## src/rtl/core/mhg_pkg.sv

```systemverilog
// Shared types, constants and helpers of the multiresolution hash-grid encoder.
// No dependencies; used by every module in rtl/core.
package mhg_pkg;

    localparam int MAX_LEVELS_DEF    = 8;
    localparam int TABLE_ENTRIES_DEF = 4096;
    localparam int FEATURES_DEF      = 2;

    localparam int ADDR_W = 16;   // feature store word address
    localparam int SIZE_W = 17;   // table size, up to 65536
    localparam int CRD_W  = 17;   // Q0.16 coordinate / weight with exact one
    localparam int CELL_W = 15;
    localparam int RES_W  = 16;
    localparam int ACC_W  = 53;

    localparam logic [31:0] HASH_KX = 32'h8da6b343;
    localparam logic [31:0] HASH_KY = 32'hd8163841;
    localparam logic [31:0] HASH_KZ = 32'hcb1ab31f;
    localparam logic [31:0] HASH_KL = 32'h1234567f;
    localparam logic [31:0] HASH_M1 = 32'h85ebca6b;
    localparam logic [31:0] HASH_M2 = 32'hc2b2ae35;

    localparam logic [CRD_W-1:0] ONE_Q16 = 17'd65536;

    localparam logic [1:0] REG_BASE_RES = 2'd0;
    localparam logic [1:0] REG_LEVELS   = 2'd1;
    localparam logic [1:0] REG_TBL_LOG2 = 2'd2;

    localparam logic CMD_WRITE  = 1'b0;
    localparam logic CMD_ENCODE = 1'b1;

    // one corner read in flight
    typedef struct packed {
        logic       vld;
        logic [2:0] corner;
        logic       feat;
    } tag_t;

    // per-level geometry, held stable while a level is processed
    typedef struct packed {
        logic [CELL_W-1:0] cx;
        logic [CELL_W-1:0] cy;
        logic [CELL_W-1:0] cz;
        logic [CRD_W-1:0]  wx;
        logic [CRD_W-1:0]  wy;
        logic [CRD_W-1:0]  wz;
        logic [RES_W-1:0]  res;
        logic              direct;
        logic [15:0]       mask;
        logic [19:0]       lvbase;
    } lvl_t;

    // round half up from Q16.32 to Q16.16, saturate to 32 bits
    function automatic logic [31:0] round_sat(input logic signed [ACC_W-1:0] s);
        logic signed [ACC_W-1:0] b;
        logic signed [ACC_W-17:0] r;
        begin
            b = s + ACC_W'(32768);
            r = b[ACC_W-1:16];
            if (r > $signed((ACC_W-16)'(64'h7fffffff)))
                round_sat = 32'h7fffffff;
            else if (r < -$signed((ACC_W-16)'(64'h80000000)))
                round_sat = 32'h80000000;
            else
                round_sat = r[31:0];
        end
    endfunction

endpackage

```

## src/rtl/core/mhg_accum.sv

```systemverilog
// Blend accumulator: weight x feature, per-feature sums, rounding and saturation.
// Depends on mhg_pkg. Three register stages.
module mhg_accum
#(
    parameter int FEATURES = mhg_pkg::FEATURES_DEF
)
(
    input  logic                        clk,
    input  logic                        rst_n,
    input  mhg_pkg::tag_t               in_tag,
    input  logic [31:0]                 data,
    input  logic [mhg_pkg::CRD_W-1:0]   wt,
    output logic                        res_valid,
    output logic [31:0]                 res_f0,
    output logic [31:0]                 res_f1
);
    import mhg_pkg::*;

    tag_t                      ta_reg;
    logic signed [49:0]        prod_reg;
    logic signed [ACC_W-1:0]   acc0_reg, acc1_reg;
    logic                      done_reg, res_valid_reg;
    logic [31:0]               f0_reg, f1_reg;
    logic                      done_next;

    assign done_next = ta_reg.vld && (ta_reg.corner == 3'd7)
                     && (ta_reg.feat == 1'(FEATURES - 1));

    always_ff @(posedge clk or negedge rst_n)
    begin
        if (!rst_n)
        begin
            ta_reg        <= '0;
            done_reg      <= 1'b0;
            res_valid_reg <= 1'b0;
        end
        else
        begin
            ta_reg        <= in_tag;
            done_reg      <= done_next;
            res_valid_reg <= done_reg;
        end
    end

    always_ff @(posedge clk)
    begin
        prod_reg <= $signed({1'b0, wt}) * $signed(data);
        if (ta_reg.vld && !ta_reg.feat)
            acc0_reg <= (ta_reg.corner == 3'd0) ? ACC_W'(prod_reg) : acc0_reg + ACC_W'(prod_reg);
        if (ta_reg.vld && ta_reg.feat)
            acc1_reg <= (ta_reg.corner == 3'd0) ? ACC_W'(prod_reg) : acc1_reg + ACC_W'(prod_reg);
        if (done_reg)
        begin
            f0_reg <= round_sat(acc0_reg);
            f1_reg <= (FEATURES > 1) ? round_sat(acc1_reg) : 32'd0;
        end
    end

    assign res_valid = res_valid_reg;
    assign res_f0    = f0_reg;
    assign res_f1    = f1_reg;

endmodule

```

## config.mk

```make
export PLATFORM = sky130hd
export DESIGN_NAME = mhg_accum
export DESIGN_NICKNAME = d
export VERILOG_FILES = /design/src/rtl/core/mhg_pkg.sv /design/src/rtl/core/mhg_accum.sv
export SDC_FILE = /design/constraint.sdc
export NUM_CORES = 2
export LEC_CHECK = 0
export BUFFER_PORTS_ARGS = -buffer_cell sky130_fd_sc_hd__clkbuf_2
export CORE_UTILIZATION = 40
export CTS_CLUSTER_DIAMETER = 200
export DETAILED_ROUTE_END_ITERATION = 7
export REMOVE_ABC_BUFFERS = 1
export SLEW_MARGIN = 10
export SYNTH_ARGS = -nofsm -noshare
export SYNTH_HDL_FRONTEND = slang
export SYNTH_SLANG_ARGS = --single-unit
```

## constraint.sdc

```tcl
create_clock -name clk -period 4.84 [get_ports clk]
set_clock_uncertainty 0.1 [all_clocks]
set_input_delay 0.968 -clock clk [delete_from_list [all_inputs] [get_ports clk]]
set_output_delay 0.968 -clock clk [all_outputs]
set_load 0.02 [all_outputs]
```

==> flow_summary_export.csv <==
group,metric,value,unit
status,status,"complete, but fails checks",
status,violations,"negative setup slack",
clock_tree,cts_tree,"done",
route,wl_per_cell,16.7,um
cells_and_area,diodes,0,
global_routing,grt_pass1_wl,142000,um
floorplanning,die_h,294,um
global_routing,grt_pass1_vias,26800,
worst_setup_path,end_kind,"flip-flop",
clock_tree,clockBufferDepth,3,
worst_setup_path,max_stage_delay,0.56,ns
route,route.detailed.drc,0,
yosys,async_flop_share,3.08,%
job,max-cap-violations,0,
sta,setup_tns,-46.69,ns
clock_tree,clkTransAtPathRegs,0.06,ns
yosys,synthCells,3755,
route,drtAntennaViolNets,0,
floorplanning,start_util,40.6,%
sta,rsz0062_at_grt,"yes",
yosys,synth_area_leaders,"fa_1 (31%), edfxtp_1 (15%), ha_1 (8.2%)",
sta,maxSlewViolCount,0,
sta,max_freq,0.153,GHz
floorplanning,die_x,294,um
hold_path,hold_class,"in -> async",
cells_and_area,nNetsFinal,4884,
floorplanning,rows,106,
global_routing,grt_antenna_before_repair,0,
sta,worst_pin_slew,0.824,ns
yosys,yosysWarnings,0,
clock_tree,postCtsHoldBufs,0,
clock_tree,numCtsBuffers,23,
yosys,synth-seq-cells,227,
floorplanning,ios,121,
worst_setup_path,rr_startpoint,"prod_reg[0]",
cells_and_area,multiInputGateArea,25500,um^2
worst_setup_path,cp_slowest_cell,"fa_2",
worst_setup_path,crit_type,"in -> reg",
place,io_buffer_count,120,
worst_setup_path,cp.arrival,6.84,ns
clock_tree,cts_sinks,227,
sta,setup_viol,39,
yosys,ys_seq_area_share,18.4,%
sta,hold_viol,0,
yosys,synth_top_area_share,30.7,%
worst_setup_path,crit_required,5.15,ns
route,drt_iter0_drc,1500,
cells_and_area,fillers,8096,
global_routing,grt_max_degree,146,
yosys,ys_types,89,
clock_tree,cts_root_buf,"clkbuf_16",
yosys,syn_avg_cell_area,9.09,um^2
route,via_per_inst,4.99,
sta,hold-worst-slack,0.162,ns
yosys,synth_edf_count,170,
cells_and_area,regArea,6280,um^2
sta,worst_slack,-1.69,ns
yosys,ys.flop_type,"edfxtp_1",
cells_and_area,layout-drive-gt1-share,16.9,%
floorplanning,core-area,84100,um^2
route,firstDrtPassIters,7,
route,drt-total-wl,87200,um
sta,fin_crit,6.53,ns
route,vias,26100,
worst_setup_path,start_kind,"primary input",
cells_and_area,syn_to_final_growth,17.1,%
floorplanning,die-area,86500,um^2
place,dpl.hpwl,73200,um
worst_setup_path,crit_top_cell,"fa_1",
yosys,synth_area,34100,um^2
sta,period_share,135,%
sta,slew_headroom,44.2,%
place,finalWeightedCongestion,0.913,
global_routing,grt_use_total,20.4,%
clock_tree,worstSkewPairLatency,0.54,ns
cells_and_area,post-route-util,47.6,%
clock_tree,cts-htree-levels,1,
global_routing,grt-ovfl-total,0,
yosys,synth_top_cell_by_area,"fa_1",
worst_setup_path,setup.worst_path.start,"wt[6]",
worst_setup_path,critPathMaxFanout,7,
[per-stage QoR]
stage / std cells / setup slack (ns) / instance area [um^2]
2_1_floorplan: 3600 / -1.98 / 33500
3_3_place_gp: 5167 / -2.70 / 38100
3_5_place_dp: 5167 / -2.73 / 38100
6_report: 5231 / -1.69 / 40000
4_1_cts: 5217 / -1.64 / 39400
5_1_grt: 5231 / -1.85 / 40000
[logic make-up (layout without fill, tap and decap cells)]
family / count (synthesis) / count (layout) / share of synthesized area, %
simple gates: 1115 / 1115 / 16.7
fa+ha+maj: 747 / 747 / 38.9
flops: 227 / 227 / 18.4
compound gates: 639 / 639 / 11.7
xor+xnor: 194 / 194 / 4.98
mux: 4 / 4 / 0.117
buf+inv: 829 / 1171 / 9.29
[layout by cell type, fill, tap and decap left out, types with 111 or more instances in the layout]
cell,n
inv_1,639
and2_1,317
ha_1,204
clkbuf_2,111
edfxtp_1,170
buf_4,285
nand2_1,392
o21ai_0,202
fa_1,515
a21oi_1,127
[cells in the mapped netlist (all sizes together) (27+ instances only)]
library cell,number
ha,224
xnor2,97
xor2,97
nand4,44
nand3,70
and2,337
a21oi,154
fa,523
nand2,401
edfxtp,170
dfxtp,50
a21o,95
clkbuf,143
nor2,106
o21ai,219
o21bai,27
nor3,28
and3,44
inv,673
[what timing repair did]
action	in CTS	in global routing
pin swaps	87	118
endpoints found under the setup margin	40	40
hold endpoints to repair	0	0
resized for setup	136	120
buffers inserted	10	18
[per-layer routing]
layer	vias up	wire (um)	track usage, %
met5	-	0	0
met4	0	1790	4.66
met3	86	4310	2.02
met2	603	38400	32.0
met1	12700	42700	30.3
li1	12700	-	-
[cell type report]
class	instances	share of cell area, %
flip-flops and latches	227	15.7
inverters	674	6.33
repair buffers	456	8.85
multi-input cells	2699	63.8
well taps	1134	3.55
clock inverters	10	0.228
clock buffers	31	1.55
[critical path: cells and delay by family]
kind	cells	cell delay [ns]
adders and majority gates	7	3.30
buffers and inverters	8	0.66
and+or+nand+nor	4	0.65
xor gates and xnor gates	1	0.13
AOI/OAI and AO/OA	6	1.12
[worst paths after layout]
check	end	slack [ns]	cells after the start
max	prod_reg[46]	-1.69	26
min	ta_reg[1]	0.16	1
max reg2reg	acc0_reg[52]	0.68	13
min reg2reg	done_reg	0.52	1
max in group asynchronous	done_reg	4.30	1
min in group clk	ta_reg[3]	0.44	1
Power is not shown: default switching activity piles up to over one toggle a cycle in this logic, so the estimate is an artifact.
