===== src/rtl/core/mhg_pkg.sv =====
// Shared types, constants and helpers of the multiresolution hash-grid encoder.
// No dependencies; used by every module in rtl/core.
package mhg_pkg;

    localparam int MAX_LEVELS_DEF    = 8;
    localparam int TABLE_ENTRIES_DEF = 4096;
    localparam int FEATURES_DEF      = 2;

    localparam int ADDR_W = 16;   // feature store word address
    localparam int SIZE_W = 17;   // table size, up to 65536
    localparam int CRD_W  = 17;   // Q0.16 coordinate / weight with exact one
    localparam int CELL_W = 15;
    localparam int RES_W  = 16;
    localparam int ACC_W  = 53;

    localparam logic [31:0] HASH_KX = 32'h8da6b343;
    localparam logic [31:0] HASH_KY = 32'hd8163841;
    localparam logic [31:0] HASH_KZ = 32'hcb1ab31f;
    localparam logic [31:0] HASH_KL = 32'h1234567f;
    localparam logic [31:0] HASH_M1 = 32'h85ebca6b;
    localparam logic [31:0] HASH_M2 = 32'hc2b2ae35;

    localparam logic [CRD_W-1:0] ONE_Q16 = 17'd65536;

    localparam logic [1:0] REG_BASE_RES = 2'd0;
    localparam logic [1:0] REG_LEVELS   = 2'd1;
    localparam logic [1:0] REG_TBL_LOG2 = 2'd2;

    localparam logic CMD_WRITE  = 1'b0;
    localparam logic CMD_ENCODE = 1'b1;

    // one corner read in flight
    typedef struct packed {
        logic       vld;
        logic [2:0] corner;
        logic       feat;
    } tag_t;

    // per-level geometry, held stable while a level is processed
    typedef struct packed {
        logic [CELL_W-1:0] cx;
        logic [CELL_W-1:0] cy;
        logic [CELL_W-1:0] cz;
        logic [CRD_W-1:0]  wx;
        logic [CRD_W-1:0]  wy;
        logic [CRD_W-1:0]  wz;
        logic [RES_W-1:0]  res;
        logic              direct;
        logic [15:0]       mask;
        logic [19:0]       lvbase;
    } lvl_t;

    // round half up from Q16.32 to Q16.16, saturate to 32 bits
    function automatic logic [31:0] round_sat(input logic signed [ACC_W-1:0] s);
        logic signed [ACC_W-1:0] b;
        logic signed [ACC_W-17:0] r;
        begin
            b = s + ACC_W'(32768);
            r = b[ACC_W-1:16];
            if (r > $signed((ACC_W-16)'(64'h7fffffff)))
                round_sat = 32'h7fffffff;
            else if (r < -$signed((ACC_W-16)'(64'h80000000)))
                round_sat = 32'h80000000;
            else
                round_sat = r[31:0];
        end
    endfunction

endpackage


===== src/rtl/core/mhg_level.sv =====
// Per-level setup pipeline: resolution, cell/weight split per axis, direct check.
// Depends on mhg_pkg. Three register stages, free running.
module mhg_level
(
    input  logic                        clk,
    input  logic [8:0]                  base,
    input  logic [2:0]                  lv,
    input  logic [mhg_pkg::SIZE_W-1:0]  size,
    input  logic [mhg_pkg::CRD_W-1:0]   px,
    input  logic [mhg_pkg::CRD_W-1:0]   py,
    input  logic [mhg_pkg::CRD_W-1:0]   pz,
    output mhg_pkg::lvl_t               lvl
);
    import mhg_pkg::*;

    logic [RES_W-1:0]  res_reg, res1_reg;
    logic [19:0]       lvbase_reg, lvbase1_reg;
    logic [15:0]       mask_reg, mask1_reg;
    logic [SIZE_W-1:0] size0_reg, size1_reg;
    logic [CRD_W-1:0]  px_reg, py_reg, pz_reg;
    logic [31:0]       sx_reg, sy_reg, sz_reg;
    logic [11:0]       res2_reg;
    logic              small_reg, small1_reg;
    lvl_t              lvl_reg, lvl_next;

    // stage 0: resolution, table base and mask of this level
    always_ff @(posedge clk)
    begin
        res_reg    <= RES_W'({7'd0, base} << lv);
        lvbase_reg <= 20'(20'(lv) * 20'(size));
        mask_reg   <= 16'(size - SIZE_W'(1));
        size0_reg  <= size;
        px_reg     <= px;
        py_reg     <= py;
        pz_reg     <= pz;
    end

    // stage 1: scaled coordinates, res squared for the direct check
    always_ff @(posedge clk)
    begin
        sx_reg      <= 32'(px_reg * (res_reg - RES_W'(1)));
        sy_reg      <= 32'(py_reg * (res_reg - RES_W'(1)));
        sz_reg      <= 32'(pz_reg * (res_reg - RES_W'(1)));
        res2_reg    <= 12'(res_reg[5:0] * res_reg[5:0]);
        small_reg   <= (res_reg < RES_W'(64));
        res1_reg    <= res_reg;
        lvbase1_reg <= lvbase_reg;
        mask1_reg   <= mask_reg;
        size1_reg   <= size0_reg;
    end

    function automatic logic [CELL_W+CRD_W-1:0] split(input logic [31:0] s,
                                                      input logic [RES_W-1:0] r);
        logic [15:0] c;
        logic [31:0] f;
        begin
            c = s[31:16];
            if (c > r - RES_W'(2))
                c = r - RES_W'(2);
            f = s - {c, 16'd0};
            if (f > 32'(ONE_Q16))
                f = 32'(ONE_Q16);
            split = {c[CELL_W-1:0], f[CRD_W-1:0]};
        end
    endfunction

    // stage 2: cell and weight clamp, direct check
    always_comb
    begin
        logic [17:0] res3;
        res3 = 18'(res2_reg * res1_reg[5:0]);
        {lvl_next.cx, lvl_next.wx} = split(sx_reg, res1_reg);
        {lvl_next.cy, lvl_next.wy} = split(sy_reg, res1_reg);
        {lvl_next.cz, lvl_next.wz} = split(sz_reg, res1_reg);
        lvl_next.res    = res1_reg;
        lvl_next.direct = small_reg && (res3 <= 18'(size1_reg));
        lvl_next.mask   = mask1_reg;
        lvl_next.lvbase = lvbase1_reg;
    end

    always_ff @(posedge clk)
    begin
        lvl_reg <= lvl_next;
    end

    assign lvl = lvl_reg;

endmodule


===== config.mk =====
export PLATFORM = sky130hd
export DESIGN_NAME = mhg_level
export DESIGN_NICKNAME = d
export VERILOG_FILES = /design/src/rtl/core/mhg_pkg.sv /design/src/rtl/core/mhg_level.sv
export SDC_FILE = /design/constraint.sdc
export NUM_CORES = 2
export LEC_CHECK = 0
export BUFFER_PORTS_ARGS = -buffer_cell sky130_fd_sc_hd__buf_2
export CORE_AREA = 3 3 394 396
export DETAILED_ROUTE_END_ITERATION = 8
export DIE_AREA = 0 0 397 399
export GPL_ROUTABILITY_DRIVEN = 0
export PLACE_DENSITY = 0.48
export SYNTH_ARGS = -nofsm -noshare
export SYNTH_HDL_FRONTEND = slang
export SYNTH_SLANG_ARGS = --single-unit

===== constraint.sdc =====
create_clock -name clk -period 19.7 [get_ports clk]
set_clock_uncertainty 0.1 [all_clocks]
set_input_delay 0.985 -clock clk [delete_from_list [all_inputs] [get_ports clk]]
set_output_delay 0.985 -clock clk [all_outputs]
set_load 0.1 [all_outputs]

==> reports/metrics.yaml <==
max_stage_delay_ps: 880
holdWs_ps: 219
final_cell_mix: "1120 x inv_1, 851 x fa_1, 753 x nand2_1"
rows: 143
crit_family: "adder cells"
io_pins: 230
yosys_register_bits: 445
cp_num_buf_inv: 6
port-buffer-count: 229
drt_wl_total_microns: 142000
worstSkewPairLatency_ps: 660
largest_register_ffs: 149
avgSynthCellArea_sq_um: 9.23
r2r_cells: 27
path_depth: 27
ctsRootBufferMaster: "clkbuf_16"
ys.flop_type: "dfxtp_1"
worst_hold_path.num_cells: 0
yosys.area.top_type: "fa_1"
cts_resized: 0
yosysWarnings: 0
arrival_ps: 10230
area_delta_synth_final_pct: 11.1
fmax_ghz: 0.102
grt_use_total_pct: 18.3
start_util_pct: 32.0
relSlewSlack_pct: 17.0
first_iter_violations: 1963
grt_pass1_vias: 36700
postLayoutCoreUtil_pct: 35.5
cp-start-kind: "register"
setup_viol: 0
synthCells: 5263
drtPass1Iterations: 5
synth_edf_count: 0
clockBufferDepth: 3
grt-ovfl-total: 0
design.core.area_sq_um: 152000
setup.worst_path.class: "reg2reg"
grt_max_degree: 52
cts_made_buffers: 53
dieArea_sq_um: 158000
vias_per_cell: 4.67
endpoint_kind: "register"
finalHoldViolCount: 0
die_h_microns: 399
async_flop_share_pct: 0
fin_nets: 6764
seq_area_frac_synth_pct: 18.3
final_common_cell: "inv_1"
htreeDepth: 2
drv_slew: 0
slowest_stage: "xor2_4"
crit_fanout: 51
setup_tns_ps: 0
yosysUniqueCellTypes: 75
synthesis.area_sq_um: 48600
synth_top_area_share_pct: 35.1
wl_per_cell_microns: 19.0
min_period_ps: 9820
grt_pass1_wl_microns: 222000
via_count: 35000
cts_tree: "built"
synth_area_leaders: "fa_1 35%, dfxtp_1 18%, ha_1 11%, inv_1 8.7%, nand2_1 5.8%"
cp.required_ps: 20110
antenna_found_initial: 25
cts_hold_buf: 0
layout-drive-gt1-share_pct: 7.48
rsz0062_at_grt: "no"
die_w_microns: 397
min_path_type: "reg2reg"
fillCellCount: 15600
crit_top_cell: "fa_1"
path_clk_slew_ps: 60
dp_hpwl_microns: 110000
max_slew.worst_pin.slew_ps: 1250
syn_nets: 6613
cts_sinks: 445
max-cap-violations: 0
drc_errors: 0
outcome: "completed"
post_cts_buffers: 0
ant_nets: 0
finalCritPeriodShare_pct: 49.9
[stage by stage]
step	instances	cell area, sq um	setup WS, ps
finish	7494	54000	9880
global route	7486	53900	9320
CTS	7484	53900	9880
detailed placement	7389	52200	9960
global placement	7389	52200	10290
floorplan	5263	48600	12120
[area by class of cell]
class / instances / area (sq um) / area share [%]
clock buffers: 67 / 1450 / 2.68
flip-flops and latches: 445 / 8910 / 16.5
clock inverters: 28 / 334 / 0.619
inverters: 1122 / 4210 / 7.80
multi-input cells: 3511 / 35000 / 64.8
diodes: 10 / 25.0 / 0.0464
repair buffers: 281 / 1540 / 2.85
well taps: 2030 / 2540 / 4.71
[cells in the mapped netlist, types with 40 or more instances]
cell type	instances
inv_1	1120
fa_1	851
nand2_1	755
dfxtp_1	445
ha_1	418
and2_1	282
clkbuf_1	172
nor2_1	158
xnor2_1	138
a21oi_1	137
nor2b_1	106
o21ai_0	95
a21o_1	61
xor2_1	61
o21a_1	46
nor3_1	43
nand2b_1	40
[logic make-up (layout without fill, tap and decap cells)]
| group | after synthesis | after routing | synth area share (%) |
|---|---|---|---|
| muxes | 21 | 21 | 0.443 |
| buffers and inverters | 1307 | 1498 | 10.1 |
| xor gates and xnor gates | 199 | 199 | 3.59 |
| AOI/OAI and AO/OA | 490 | 490 | 6.53 |
| other | 0 | 10 | 0 |
| adders and majority gates | 1269 | 1269 | 45.8 |
| DFF | 445 | 445 | 18.3 |
| and+or+nand+nor | 1532 | 1532 | 15.2 |
[path summary, 6_finish.rpt]
check / startpoint / endpoint / slack (ps)
min: lvbase1_reg[17] / lvl[17] / 220
min reg2reg: lvbase1_reg[17] / lvl[17] / 220
max reg2reg: res_reg[0] / sy_reg[29] / 9880
max: res_reg[0] / sy_reg[29] / 9880
[layer usage]
layer	GRT usage [%]	routed length, microns	vias to the layer above
met2	29.0	63800	793
met4	4.01	2990	16
met1	26.0	67100	17800
met5	0	110	-
li1	-	-	16300
met3	3.19	8270	140
Power is left out: the tool's default activity adds up to more than one toggle a clock period on the data nets, which glitch-free logic cannot reach.
